[config.mk]
export PLATFORM = sky130hd
export DESIGN_NAME = one_bit_delta_modulation_encoder
export DESIGN_NICKNAME = d
export VERILOG_FILES = /design/src/dme_pkg.sv /design/src/dme_core.sv /design/src/dme_burst.sv /design/src/one_bit_delta_modulation_encoder.sv
export SDC_FILE = /design/constraint.sdc
export NUM_CORES = 1
export LEC_CHECK = 0
export BUFFER_PORTS_ARGS = -buffer_cell sky130_fd_sc_hd__clkbuf_2
export CORE_MARGIN = 1.5
export CORE_UTILIZATION = 63
export CTS_BUF_LIST = sky130_fd_sc_hd__clkbuf_16
export DETAILED_ROUTE_END_ITERATION = 8
export GPL_TIMING_DRIVEN = 0
export HOLD_SLACK_MARGIN = 0.05
export PLACE_DENSITY = 0.85
export SLEW_MARGIN = 0
export SYNTH_ARGS = -nofsm -noshare
export SYNTH_HDL_FRONTEND = slang
export SYNTH_SLANG_ARGS = --single-unit
export TNS_END_PERCENT = 10
[constraint.sdc]
create_clock -name clk -period 11.4 [get_ports clk]
set_clock_uncertainty 0.05 [all_clocks]
set_input_delay 3.42 -clock clk [delete_from_list [all_inputs] [get_ports clk]]
set_output_delay 3.42 -clock clk [all_outputs]
set_load 0.01 [all_outputs]
[src/dme_pkg.sv]
package dme_pkg;

  // Level range of the delta tracker
  localparam logic [5:0] LEVEL_MAX   = 6'd63;
  localparam logic [5:0] LEVEL_START = 6'd32;

  // Most words one sample can produce (final sample plus tail)
  localparam int unsigned MAX_BURST = 5;
  localparam int unsigned BURST_W   = $clog2(MAX_BURST + 1);

  // Words per sample: by bit phase after a final sample, else one or none
  localparam logic [BURST_W-1:0] TAIL_ALIGNED = BURST_W'(4);
  localparam logic [BURST_W-1:0] TAIL_PARTIAL = BURST_W'(5);
  localparam logic [BURST_W-1:0] TAIL_ONE     = BURST_W'(1);
  localparam logic [BURST_W-1:0] TAIL_NONE    = BURST_W'(0);

  typedef struct packed {
    logic signed [15:0] pcm_value;
    logic               final_sample;
  } dme_in_t;

  typedef struct packed {
    logic [7:0] coded_byte;
    logic       stream_end;
  } dme_out_t;

  // One sample's worth of output: only the first word can be nonzero,
  // the rest of a tail is zero padding.
  typedef struct packed {
    logic [7:0]         first_byte;
    logic [BURST_W-1:0] count;
    logic               flush;
  } dme_burst_t;

endpackage

[src/dme_core.sv]
module dme_core (
  input  logic                clk,
  input  logic                rst_n,
  input  logic                step,
  input  logic                wide,
  input  dme_pkg::dme_in_t    sample,
  output dme_pkg::dme_burst_t burst
);

  logic [5:0] lvl_r, lvl_nxt;
  logic [7:0] sh_r, sh_nxt;
  logic [3:0] bm_r, bm_nxt;

  logic [15:0] ofs16;
  logic [7:0]  ofs8;
  logic [16:0] sum16;
  logic [8:0]  sum8;
  logic [6:0]  raw_tgt;
  logic [5:0]  tgt;
  logic        down;
  logic        bit_v;
  logic [5:0]  lvl_step;
  logic [7:0]  sh_new;
  logic [3:0]  bm_new;
  logic        byte_done;
  logic [2:0]  part_amt;
  logic [7:0]  partial;

  always_comb begin
    // offset binary: flip the sign bit
    ofs16   = {~sample.pcm_value[15], sample.pcm_value[14:0]};
    ofs8    = {~sample.pcm_value[7], sample.pcm_value[6:0]};
    sum16   = {1'b0, ofs16} + 17'd512;
    sum8    = {1'b0, ofs8} + 9'd2;
    raw_tgt = wide ? sum16[16:10] : sum8[8:2];
    tgt     = raw_tgt[6] ? dme_pkg::LEVEL_MAX : raw_tgt[5:0];

    down  = (lvl_r > tgt) || (lvl_r == 6'd0 && tgt == 6'd0);
    bit_v = ~down;
    if (down) begin
      lvl_step = (lvl_r == 6'd0) ? 6'd0 : lvl_r - 6'd1;
    end else begin
      lvl_step = (lvl_r == dme_pkg::LEVEL_MAX) ? dme_pkg::LEVEL_MAX : lvl_r + 6'd1;
    end

    sh_new    = {bit_v, sh_r[7:1]};
    bm_new    = bm_r + 4'd1;
    byte_done = (bm_new[2:0] == 3'd0);
    // zero fill of a partial byte shifts the held bits down to bit 0
    part_amt  = 3'(4'd8 - {1'b0, bm_new[2:0]});
    partial   = sh_new >> part_amt;

    burst.flush      = sample.final_sample;
    burst.first_byte = byte_done ? sh_new : partial;
    if (sample.final_sample) begin
      // 1..8 bits into the 16-bit group: one extra padding word
      if (bm_new == 4'd8 || (bm_new[3] == 1'b0 && bm_new[2:0] != 3'd0)) begin
        burst.count = dme_pkg::TAIL_PARTIAL;
      end else begin
        burst.count = dme_pkg::TAIL_ALIGNED;
      end
    end else begin
      burst.count = byte_done ? dme_pkg::TAIL_ONE : dme_pkg::TAIL_NONE;
    end

    lvl_nxt = lvl_r;
    sh_nxt  = sh_r;
    bm_nxt  = bm_r;
    if (step) begin
      if (sample.final_sample) begin
        lvl_nxt = dme_pkg::LEVEL_START;
        sh_nxt  = 8'd0;
        bm_nxt  = 4'd0;
      end else begin
        lvl_nxt = lvl_step;
        sh_nxt  = byte_done ? 8'd0 : sh_new;
        bm_nxt  = bm_new;
      end
    end
  end

  always_ff @(posedge clk) begin
    if (!rst_n) begin
      lvl_r <= dme_pkg::LEVEL_START;
      sh_r  <= 8'd0;
      bm_r  <= 4'd0;
    end else begin
      lvl_r <= lvl_nxt;
      sh_r  <= sh_nxt;
      bm_r  <= bm_nxt;
    end
  end

  a_byte_clear: assert property (@(posedge clk) disable iff (!rst_n)
    bm_r[2:0] == 3'd0 |-> sh_r == 8'd0)
    else $error("partial byte not cleared on byte boundary");

  a_flush_reset: assert property (@(posedge clk) disable iff (!rst_n)
    step && sample.final_sample |=> lvl_r == dme_pkg::LEVEL_START && bm_r == 4'd0)
    else $error("state not restored after final sample");

endmodule

[src/dme_burst.sv]
module dme_burst (
  input  logic                clk,
  input  logic                rst_n,
  input  logic                load,
  input  dme_pkg::dme_burst_t burst,
  output logic                free,
  output logic                out_valid,
  input  logic                out_stall,
  output dme_pkg::dme_out_t   out_data
);

  logic [dme_pkg::BURST_W-1:0] rem_r, rem_nxt;
  logic [7:0]                  byte_r, byte_nxt;
  logic                        fin_r, fin_nxt;
  logic                        take;

  assign out_valid           = (rem_r != '0);
  assign take                = out_valid && !out_stall;
  assign free                = !out_valid || (take && rem_r == dme_pkg::BURST_W'(1));
  assign out_data.coded_byte = byte_r;
  assign out_data.stream_end = fin_r && (rem_r == dme_pkg::BURST_W'(1));

  always_comb begin
    rem_nxt  = rem_r;
    byte_nxt = byte_r;
    fin_nxt  = fin_r;
    if (load) begin
      rem_nxt  = burst.count;
      byte_nxt = burst.first_byte;
      fin_nxt  = burst.flush;
    end else if (take) begin
      // words after the first are zero padding
      rem_nxt  = rem_r - dme_pkg::BURST_W'(1);
      byte_nxt = 8'd0;
    end
  end

  always_ff @(posedge clk) begin
    if (!rst_n) begin
      rem_r <= '0;
      fin_r <= 1'b0;
    end else begin
      rem_r <= rem_nxt;
      fin_r <= fin_nxt;
    end
  end

  always_ff @(posedge clk) begin
    byte_r <= byte_nxt;
  end

  a_rem_bound: assert property (@(posedge clk) disable iff (!rst_n)
    rem_r <= dme_pkg::BURST_W'(dme_pkg::MAX_BURST))
    else $error("burst count out of range");

  a_load_free: assert property (@(posedge clk) disable iff (!rst_n)
    load |-> free)
    else $error("burst loaded over pending words");

endmodule

[src/one_bit_delta_modulation_encoder.sv]
// A sample taken into the input register passes through the coder into the
// result word register, from which its first word is offered on the output.
// Throughput: one sample per cycle while the output is not stalled; a word
// leaves every eighth sample. The final sample of a recording yields four or
// five words, one per unstalled cycle; input stalls until the last is taken.
// Reset (rst_n, synchronous): level 32, no partial byte, narrow samples.
module one_bit_delta_modulation_encoder (
  input  logic              clk,
  input  logic              rst_n,
  input  logic              cfg_we,
  input  logic              cfg_wdata,
  input  logic              in_valid,
  output logic              in_stall,
  input  dme_pkg::dme_in_t  in_data,
  output logic              out_valid,
  input  logic              out_stall,
  output dme_pkg::dme_out_t out_data
);

  // sample width select: 0 = 8-bit, 1 = 16-bit
  logic wide_r;

  // input word register
  logic             in_v_r;
  dme_pkg::dme_in_t in_r;

  logic                free;
  logic                step;
  logic                in_take;
  dme_pkg::dme_burst_t burst;

  // the held word moves into the coder once the output side can take its burst
  assign step     = in_v_r && free;
  assign in_stall = in_v_r && !free;
  assign in_take  = in_valid && !in_stall;

  always_ff @(posedge clk) begin
    if (!rst_n) begin
      wide_r <= 1'b0;
      in_v_r <= 1'b0;
    end else begin
      if (cfg_we) begin
        wide_r <= cfg_wdata;
      end
      if (in_take) begin
        in_v_r <= 1'b1;
      end else if (step) begin
        in_v_r <= 1'b0;
      end
    end
  end

  always_ff @(posedge clk) begin
    if (in_take) begin
      in_r <= in_data;
    end
  end

  // level tracking and bit packing
  dme_core u_core (
    .clk    (clk),
    .rst_n  (rst_n),
    .step   (step),
    .wide   (wide_r),
    .sample (in_r),
    .burst  (burst)
  );

  // result word register, replays zero padding for the tail
  dme_burst u_burst (
    .clk       (clk),
    .rst_n     (rst_n),
    .load      (step),
    .burst     (burst),
    .free      (free),
    .out_valid (out_valid),
    .out_stall (out_stall),
    .out_data  (out_data)
  );

  a_step_held: assert property (@(posedge clk) disable iff (!rst_n)
    in_v_r && !step |=> in_v_r && $stable(in_r))
    else $error("held sample lost before coding");

endmodule

==> results of run 1 <==
critical path, stage by stage:
cell	delay [ns]
clkbuf_2	0.09
nor2b_1	0.04
o21a_1	0.24
nor2b_1	0.23
clkbuf_2	0.17
stage by stage:
stage | power, mW | hold slack, ns | std cells | area, um2 | setup WS (ns)
floorplan | 0.359 | 0.389 | 275 | 2820 | 4.01
global placement | 0.400 | 0.415 | 358 | 3040 | 3.78
detailed placement | 0.407 | 0.424 | 358 | 3040 | 3.76
CTS | 0.545 | 0.433 | 366 | 3180 | 3.75
global route | 0.576 | 0.457 | 366 | 3180 | 3.69
finish | 0.546 | 0.436 | 366 | 3180 | 3.74
path summary, 6_finish.rpt:
kind	to	slack, ns	depth (start not counted)
min	u_burst.fin_r	0.44	2
max	in_stall	3.74	5
max reg2reg	u_burst.byte_r[0]	7.30	16
min reg2reg	u_burst.fin_r	0.44	2
synthesized netlist by cell type, drive strengths merged, types with 4 or more instances:
| master | count | share of area |
|---|---|---|
| nand2 | 27 | 0.036 |
| edfxtp | 23 | 0.25 |
| a22o | 10 | 0.034 |
| nand4 | 5 | 0.011 |
| o21ai | 10 | 0.019 |
| mux4 | 5 | 0.040 |
| xnor2 | 4 | 0.012 |
| nand2b | 5 | 0.011 |
| nand3 | 12 | 0.021 |
| nor2b | 8 | 0.018 |
| nor3 | 6 | 0.012 |
| a21oi | 13 | 0.023 |
| ha | 16 | 0.071 |
| dfxtp | 23 | 0.16 |
| mux2i | 9 | 0.032 |
| nor2 | 16 | 0.021 |
| mux2 | 4 | 0.017 |
| inv | 12 | 0.016 |
| buf | 7 | 0.018 |
| a21o | 4 | 0.011 |
| and2 | 5 | 0.012 |
| clkbuf | 5 | 0.0067 |
layout make-up:
cell class	instances	share of cell area
flip-flops and latches	46	0.362
plain buffers	12	0.0217
clock buffers	5	0.0394
multi-input cells	205	0.488
repair buffers	31	0.0488
inverters	12	0.0142
well taps	52	0.0205
clock inverters	3	0.00473
sequential cells by signal, summed over array words and instances (netlist names):
| signal | cells |
|---|---|
| u_burst.rem_r | 3 |
| in_v_r | 1 |
| wide_r | 1 |
| u_burst.byte_r | 8 |
| u_core.lvl_r | 6 |
| u_core.bm_r | 4 |
| u_core.sh_r | 7 |
| u_burst.fin_r | 1 |
| in_r | 15 |
power by group through the flow:
stage	Sequential (mW)	Clock, mW	Combinational [mW]
floorplan	0.231	0	0.128
global placement	0.227	0	0.173
detailed placement	0.228	0	0.179
CTS	0.225	0.139	0.181
global route	0.229	0.146	0.201
finish	0.225	0.139	0.181
cell usage in the layout, fill, tap and decap left out, types with 2 or more instances in the layout:
cell and n:
a31oi_1 2, clkbuf_1 5, xor2_1 2, nand3b_1 2
nand4b_1 2, nor3b_1 2, edfxtp_1 23, a211oi_1 2
a21oi_1 13, mux4_2 5, nand4_1 5, nand3_1 12
o21a_1 3, inv_1 14, nor3_1 5, o21ai_0 8
o22ai_1 3, clkbuf_16 5, a21o_1 4, ha_1 16
xnor2_1 4, buf_1 3, nor2_1 16, nand2_1 27
mux2i_1 9, mux2_2 3, dfxtp_1 23, or2_2 3
nand2b_1 5, clkbuf_2 31, nor2b_1 8, and2_1 4
buf_6 3, o221ai_1 3, a22o_1 9
cell families after synthesis:
logic type,share of synthesized area
buffers and inverters,0.0404
AND/OR/NAND/NOR,0.188
multiplexers,0.0893
AO/OA/AOI/OAI,0.183
flip-flops,0.409
adder cells (fa/ha/maj),0.0711
XOR/XNOR,0.0187
per-layer routing:
metal	track usage	vias up	wire [um]
li1	-	1103	-
met1	0.329	1082	2530
met2	0.415	68	2820
met3	0.0491	6	286
met4	0.0598	0	55
met5	0	-	0
==> results.py, run 1 <==
metrics = {
    "run_status": {
        "run_status": "finished clean",
    },
    "timing": {
        "slew_viol_final": 0,
        "timing.fmax_ghz": 0.131,
        "fin_setup_tns_ns": 0,
        "finalSetupViolCount": 0,
        "period_needed_ns": 7.66,
        "worstMarginPinSlew_ns": 1.14,
        "finalHoldViolations": 0,
        "max-slew-margin-rel": 0.238,
        "rsz0062_at_grt": "false",
        "finalCritPeriodShare": 0.672,
    },
    "final_layout": {
        "n_fill_cell": 321,
        "nets": 352,
        "multiInputGateArea_mm2": 0.00155,
        "antenna_cells": 0,
        "drive_gt1_frac": 0.204,
        "area_growth_pct": 12.8,
        "fin_util": 0.735,
        "regArea_mm2": 0.00115,
    },
    "clocking": {
        "hold_buffers": 0,
        "clk_latency_ns": 0.28,
        "cts_sinks": 46,
        "numCtsBuffers": 5,
        "clock-root-buffer": "clkbuf_16",
        "clock_path_buffers": 2,
        "cts_resized": 0,
        "cts_htree_levels": 2,
        "cts_tree": "yes",
        "cts_setup_buffers": 0,
        "clk_pin_slew_ns": 0.06,
    },
    "detailed_routing": {
        "drt-total-wl_mm": 5.70,
        "drt_pre_antenna_iters": 4,
        "drc": 0,
        "wl_per_cell_um": 15.6,
        "ant_nets": 0,
        "vias": 2259,
        "drtIter0Drc": 306,
        "via_per_inst": 6.17,
    },
    "logic_synthesis": {
        "synth_edf_count": 23,
        "synth-main-ff-cell": "edfxtp_1",
        "synthArstFlopShare": 0,
        "syn_inst": 275,
        "netlist_area_mm2": 0.00282,
        "ys_types": 62,
        "ys_ff_latch": 46,
        "yosys_warnings": 0,
        "synth_nets": 314,
        "ys_seq_area_frac": 0.409,
        "syn_area_per_cell_um2": 10.2,
    },
    "placement": {
        "portBuffers": 31,
        "place.gp.congestion": 0.966,
        "place_hpwl_mm": 4.08,
    },
    "worst_setup_path": {
        "arrival_ns": 4.19,
        "crit_type": "in2out",
        "crit_path_start_kind": "primary input",
        "critPathLaunch": "out_stall",
        "r2r-start": "wide_r",
        "cp.required_ns": 7.93,
        "end_kind": "primary output",
        "critPathMaxFanout": 6,
    },
    "pwr": {
        "p_comb_frac": 0.333,
        "internal_power_uw": 363,
        "p_leak_nw": 1.29,
        "power_density_mw_per_mm2": 172,
        "irDropWorstVdd_v": 0.000122,
        "switching_share": 0.335,
        "clkPwrFrac": 0.255,
        "power_switching_uw": 183,
        "pwr-share-seq": 0.413,
    },
    "grt": {
        "grt_first_pass_wirelength_mm": 9.69,
        "grt_max_degree": 16,
        "track_usage": 0.246,
        "antenna_found_initial": 0,
        "grt_overflow_total": 0,
        "grt_pass1_vias": 2126,
    },
    "die": {
        "core_mm2": 0.00432,
        "die_x_um": 69.9,
        "io_pins": 34,
        "start_util": 0.651,
        "die_height_um": 69.9,
        "dieArea_mm2": 0.00488,
        "rows": 24,
    },
    "job": {
        "cap_viol_max_count": 0,
    },
    "hold_path": {
        "min_from": "u_burst.fin_r",
        "hp-class": "reg2reg",
    },
}
(Power assumes the default switching activity.)
==> inputs of run 2 (changes only) <==
--- a/config.mk
+++ b/config.mk
@@ -7,12 +7,12 @@
 export LEC_CHECK = 0
 export BUFFER_PORTS_ARGS = -buffer_cell sky130_fd_sc_hd__clkbuf_2
 export CORE_MARGIN = 1.5
-export CORE_UTILIZATION = 63
+export CORE_UTILIZATION = 53
 export CTS_BUF_LIST = sky130_fd_sc_hd__clkbuf_16
 export DETAILED_ROUTE_END_ITERATION = 8
 export GPL_TIMING_DRIVEN = 0
 export HOLD_SLACK_MARGIN = 0.05
-export PLACE_DENSITY = 0.85
+export PLACE_DENSITY = 0.77
 export SLEW_MARGIN = 0
 export SYNTH_ARGS = -nofsm -noshare
 export SYNTH_HDL_FRONTEND = slang
==> constraint.sdc (replaced) <==
create_clock -name clk -period 6.2 [get_ports clk]
set_clock_uncertainty 0.05 [all_clocks]
set_input_delay 1.86 -clock clk [delete_from_list [all_inputs] [get_ports clk]]
set_output_delay 1.86 -clock clk [all_outputs]
set_load 0.01 [all_outputs]
==> results.py, run 2 (synthesized netlist as in run 1, its figures left out) <==
metrics = {
    "run_status": {
        "run_status": "finished clean",
    },
    "placement": {
        "pre_cts_slack_ns": 1.65,
        "place.gp.congestion": 0.910,
        "place_hpwl_mm": 4.01,
        "portBuffers": 31,
        "postPlaceCellArea_mm2": 0.00306,
    },
    "clocking": {
        "cts_resized": 0,
        "cts_tree": "yes",
        "numCtsBuffers": 5,
        "cts_sinks": 46,
        "cts_htree_levels": 2,
        "clock-root-buffer": "clkbuf_16",
        "cts_setup_buffers": 0,
        "clk_latency_ns": 0.28,
        "clock_path_buffers": 2,
        "clk_pin_slew_ns": 0.06,
        "hold_buffers": 0,
    },
    "timing": {
        "fin_setup_tns_ns": 0,
        "slew_viol_final": 0,
        "worstMarginPinSlew_ns": 1.11,
        "finalHoldViolations": 0,
        "setup_slack_ns": 1.63,
        "finalCritPeriodShare": 0.737,
        "finalSetupViolCount": 0,
        "timing.fmax_ghz": 0.219,
        "hold_slack_ns": 0.434,
        "rsz0062_at_grt": "false",
        "max-slew-margin-rel": 0.261,
        "period_needed_ns": 4.57,
    },
    "die": {
        "io_pins": 34,
        "die_x_um": 75.9,
        "start_util": 0.551,
        "rows": 26,
        "die_height_um": 75.9,
        "dieArea_mm2": 0.00576,
        "core_mm2": 0.00511,
    },
    "grt": {
        "grt_pass1_vias": 2043,
        "antenna_found_initial": 0,
        "grt_max_degree": 16,
        "grt_overflow_total": 0,
        "grt_first_pass_wirelength_mm": 9.09,
        "track_usage": 0.208,
    },
    "pwr": {
        "irDropWorstVdd_v": 0.000187,
        "pwr-share-seq": 0.416,
        "p_leak_nw": 1.29,
        "internal_power_uw": 667,
        "p_comb_frac": 0.330,
        "power_density_mw_per_mm2": 311,
        "clkPwrFrac": 0.254,
        "switching_share": 0.330,
        "power_uw": 996,
        "power_switching_uw": 329,
    },
    "final_layout": {
        "n_fill_cell": 447,
        "antenna_cells": 0,
        "design_area_mm2": 0.00320,
        "regArea_mm2": 0.00115,
        "largestRegisters": "in_r (15), u_burst.byte_r (8), u_core.sh_r (7)",
        "largest_reg_flops": 15,
        "nets": 352,
        "layout_common_cells": "clkbuf_2, nand2_1, edfxtp_1, dfxtp_1",
        "drive_gt1_frac": 0.204,
        "regMostFlops": "in_r",
        "multiInputGateArea_mm2": 0.00155,
        "layout_commonest_cell": "clkbuf_2",
        "area_growth_pct": 13.6,
    },
    "detailed_routing": {
        "via_per_inst": 5.70,
        "drt_pre_antenna_iters": 5,
        "ant_nets": 0,
        "wl_per_cell_um": 13.7,
        "drc": 0,
        "vias": 2188,
        "drt-total-wl_mm": 5.27,
        "drtIter0Drc": 219,
    },
    "hold_path": {
        "hp-class": "reg2reg",
    },
    "worst_setup_path": {
        "arrival_ns": 2.66,
        "critPathMaxFanout": 6,
        "cp.required_ns": 4.29,
        "crit_type": "in2out",
        "end_kind": "primary output",
        "crit_path_start_kind": "primary input",
    },
    "job": {
        "cap_viol_max_count": 0,
    },
}
[run 2: cell counts in the layout (fill, tap and decap cells not counted)]
No cell type changed its count.
[run 2: path summary, 6_finish.rpt]
| check | start | endpoint | slack [ns] | cells past startpoint |
|---|---|---|---|---|
| setup / recovery | out_stall | in_stall | 1.63 | 5 |
| hold / removal | u_burst.fin_r | u_burst.fin_r | 0.43 | 2 |
| setup reg to reg | wide_r | u_burst.byte_r[0] | 2.20 | 16 |
| hold reg to reg | u_burst.fin_r | u_burst.fin_r | 0.43 | 2 |
[run 2: stage by stage]
step,utilization,cells
CTS,0.626,384
detailed placement,0.599,376
global route,0.626,384
global placement,0.599,376
finish,0.626,384
floorplan,-,275
[run 2: layout make-up]
cell class / count / area share
Clock inverter: 3 / 0.00469
Inverter: 12 / 0.0141
Buffer: 12 / 0.0215
Tap cell: 70 / 0.0274
Timing Repair Buffer: 31 / 0.0485
Sequential cell: 46 / 0.360
Clock buffer: 5 / 0.0391
Multi-Input combinational cell: 205 / 0.485
[run 2: worst max-delay path, stage by stage]
cell and delay (ns):
clkbuf_2 0.09, nor2b_1 0.04, o21a_1 0.24, nor2b_1 0.25, clkbuf_2 0.18
[run 2: power groups by stage]
stage               Combinational, mW  Sequential (mW)  Clock [mW]
floorplan                       0.236            0.424           0
global placement                0.320            0.418           0
detailed placement              0.327            0.421           0
CTS                             0.329            0.414       0.258
global route                    0.372            0.422       0.265
finish                          0.329            0.414       0.253
[run 2: routing by layer]
| layer | track usage | part of all wire |
|---|---|---|
| met5 | 0 | 0 |
| met1 | 0.285 | 0.47 |
| met4 | 0.0675 | 0.012 |
| met2 | 0.331 | 0.47 |
| met3 | 0.0423 | 0.046 |
==> inputs of run 3 (changes only) <==
--- a/config.mk
+++ b/config.mk
@@ -7,12 +7,12 @@
 export LEC_CHECK = 0
 export BUFFER_PORTS_ARGS = -buffer_cell sky130_fd_sc_hd__clkbuf_2
 export CORE_MARGIN = 1.5
-export CORE_UTILIZATION = 53
+export CORE_UTILIZATION = 58
 export CTS_BUF_LIST = sky130_fd_sc_hd__clkbuf_16
 export DETAILED_ROUTE_END_ITERATION = 8
 export GPL_TIMING_DRIVEN = 0
 export HOLD_SLACK_MARGIN = 0.05
-export PLACE_DENSITY = 0.77
+export PLACE_DENSITY = 0.8
 export SLEW_MARGIN = 0
 export SYNTH_ARGS = -nofsm -noshare
 export SYNTH_HDL_FRONTEND = slang
==> constraint.sdc (replaced) <==
create_clock -name clk -period 4.7 [get_ports clk]
set_clock_uncertainty 0.05 [all_clocks]
set_input_delay 1.41 -clock clk [delete_from_list [all_inputs] [get_ports clk]]
set_output_delay 1.41 -clock clk [all_outputs]
set_load 0.01 [all_outputs]
==> results.py, run 3 (synthesized netlist as in run 1, its figures left out) <==
metrics = {
    "run_status": {
        "run_status": "finished clean",
    },
    "final_layout": {
        "regMostFlops": "in_r",
        "area_growth_pct": 13.9,
        "fin_util": 0.684,
        "fin_cells": 368,
        "largestRegisters": "in_r (15), u_burst.byte_r (8), u_core.sh_r (7)",
        "layout_common_cells": "clkbuf_2, nand2_1, edfxtp_1, dfxtp_1",
        "antenna_cells": 0,
        "drive_gt1_frac": 0.210,
        "layout_commonest_cell": "clkbuf_2",
        "design_area_mm2": 0.00321,
        "multiInputGateArea_mm2": 0.00155,
        "regArea_mm2": 0.00115,
        "nets": 352,
        "largest_reg_flops": 15,
        "n_fill_cell": 358,
    },
    "clocking": {
        "cts_sinks": 46,
        "clock_path_buffers": 2,
        "cts_tree": "yes",
        "cts_htree_levels": 2,
        "cts_setup_buffers": 0,
        "cts_resized": 0,
        "clk_latency_ns": 0.29,
        "clk_pin_slew_ns": 0.07,
        "numCtsBuffers": 5,
        "hold_buffers": 0,
        "clock-root-buffer": "clkbuf_16",
    },
    "timing": {
        "rsz0062_at_grt": "false",
        "max-slew-margin-rel": 0.231,
        "setup_slack_ns": 0.714,
        "finalCritPeriodShare": 0.848,
        "slew_viol_final": 0,
        "timing.fmax_ghz": 0.251,
        "fin_setup_tns_ns": 0,
        "period_needed_ns": 3.99,
        "worstMarginPinSlew_ns": 1.15,
        "finalSetupViolCount": 0,
        "finalHoldViolations": 0,
        "hold_slack_ns": 0.428,
    },
    "detailed_routing": {
        "vias": 2236,
        "via_per_inst": 6.08,
        "ant_nets": 0,
        "drt-total-wl_mm": 5.72,
        "drtIter0Drc": 196,
        "wl_per_cell_um": 15.5,
        "drt_pre_antenna_iters": 4,
        "drc": 0,
    },
    "worst_setup_path": {
        "crit_type": "reg2reg",
        "cp.required_ns": 4.70,
        "end_kind": "flop",
        "path_cells": "buf_6 -> buf_6 -> mux2_2 -> ha_1 -> nand4b_1 -> nand2_1 -> xor2_1 -> and2_2 -> ha_1 -> nand4_1 -> a21oi_1 -> a211oi_1 -> nor2_1 -> a31oi_4 -> mux4_2 -> a211o_1",
        "cp_slowest_stage_delay_ns": 0.52,
        "slowest_stage": "mux4_2",
        "arrival_ns": 3.98,
        "critPathMaxFanout": 10,
        "crit_path_start_kind": "flop",
    },
    "die": {
        "dieArea_mm2": 0.00528,
        "die_x_um": 72.7,
        "io_pins": 34,
        "start_util": 0.600,
        "core_mm2": 0.00469,
        "die_height_um": 72.7,
        "rows": 25,
    },
    "grt": {
        "grt_max_degree": 16,
        "grt_first_pass_wirelength_mm": 9.57,
        "grt_overflow_total": 0,
        "grt_pass1_vias": 2125,
        "antenna_found_initial": 0,
        "track_usage": 0.234,
    },
    "pwr": {
        "power_switching_uw": 457,
        "clkPwrFrac": 0.293,
        "p_comb_frac": 0.315,
        "internal_power_uw": 940,
        "power_density_mw_per_mm2": 435,
        "switching_share": 0.327,
        "power_mw": 1.40,
        "irDropWorstVdd_v": 0.000343,
        "p_leak_nw": 1.31,
        "pwr-share-seq": 0.392,
    },
    "placement": {
        "postPlaceCellArea_mm2": 0.00304,
        "pre_cts_slack_ns": 0.708,
        "dp.cells": 360,
        "place_hpwl_mm": 4.21,
        "portBuffers": 31,
        "place.gp.congestion": 0.867,
    },
    "job": {
        "cap_viol_max_count": 0,
    },
    "hold_path": {
        "hp-class": "reg2reg",
    },
}
[run 3: cell types whose count changed in the layout (fill, tap and decap cells not counted)]
cell        before  now
bufinv_16        0    1
inv_1           14   12
clkinvlp_4       1    0
inv_6            0    1
clkinv_2         0    1
[run 3: worst paths after layout]
check | slack [ns] | from | depth (start not counted) | endpoint
setup / recovery | 0.71 | wide_r | 16 | u_burst.byte_r[0]
hold / removal | 0.43 | u_burst.fin_r | 2 | u_burst.fin_r
setup reg to reg | 0.71 | wide_r | 16 | u_burst.byte_r[0]
hold reg to reg | 0.43 | u_burst.fin_r | 2 | u_burst.fin_r
[run 3: layout make-up]
| type | count | share of cell area |
|---|---|---|
| plain buffers | 12 | 0.0215 |
| clock buffers | 5 | 0.0390 |
| clock inverters | 3 | 0.0137 |
| inverters | 12 | 0.0140 |
| multi-input cells | 205 | 0.484 |
| flip-flops and latches | 46 | 0.359 |
| well taps | 54 | 0.0211 |
| repair buffers | 31 | 0.0484 |
[run 3: routing by layer]
layer	global-route usage	wire (um)
met5	0	0
met4	0.109	123
met3	0.0401	315
met2	0.376	2740
met1	0.309	2540
[run 3: power by group through the flow]
stage               sequential (mW)  clock [mW]  combinational [mW]
finish                        0.548       0.409               0.440
global placement              0.551           0               0.421
floorplan                     0.560           0               0.311
global route                  0.556       0.430               0.489
CTS                           0.547       0.416               0.441
detailed placement            0.555           0               0.436
[run 3: critical path, delay by kind of cell (launching register included)]
kind	cells	cell delay, ns
muxes	2	0.87
DFF	1	0.34
xor gates and xnor gates	1	0.17
adders and majority gates	2	0.54
and+or+nand+nor	5	0.88
buffers and inverters	2	0.30
AOI/OAI and AO/OA	4	0.58
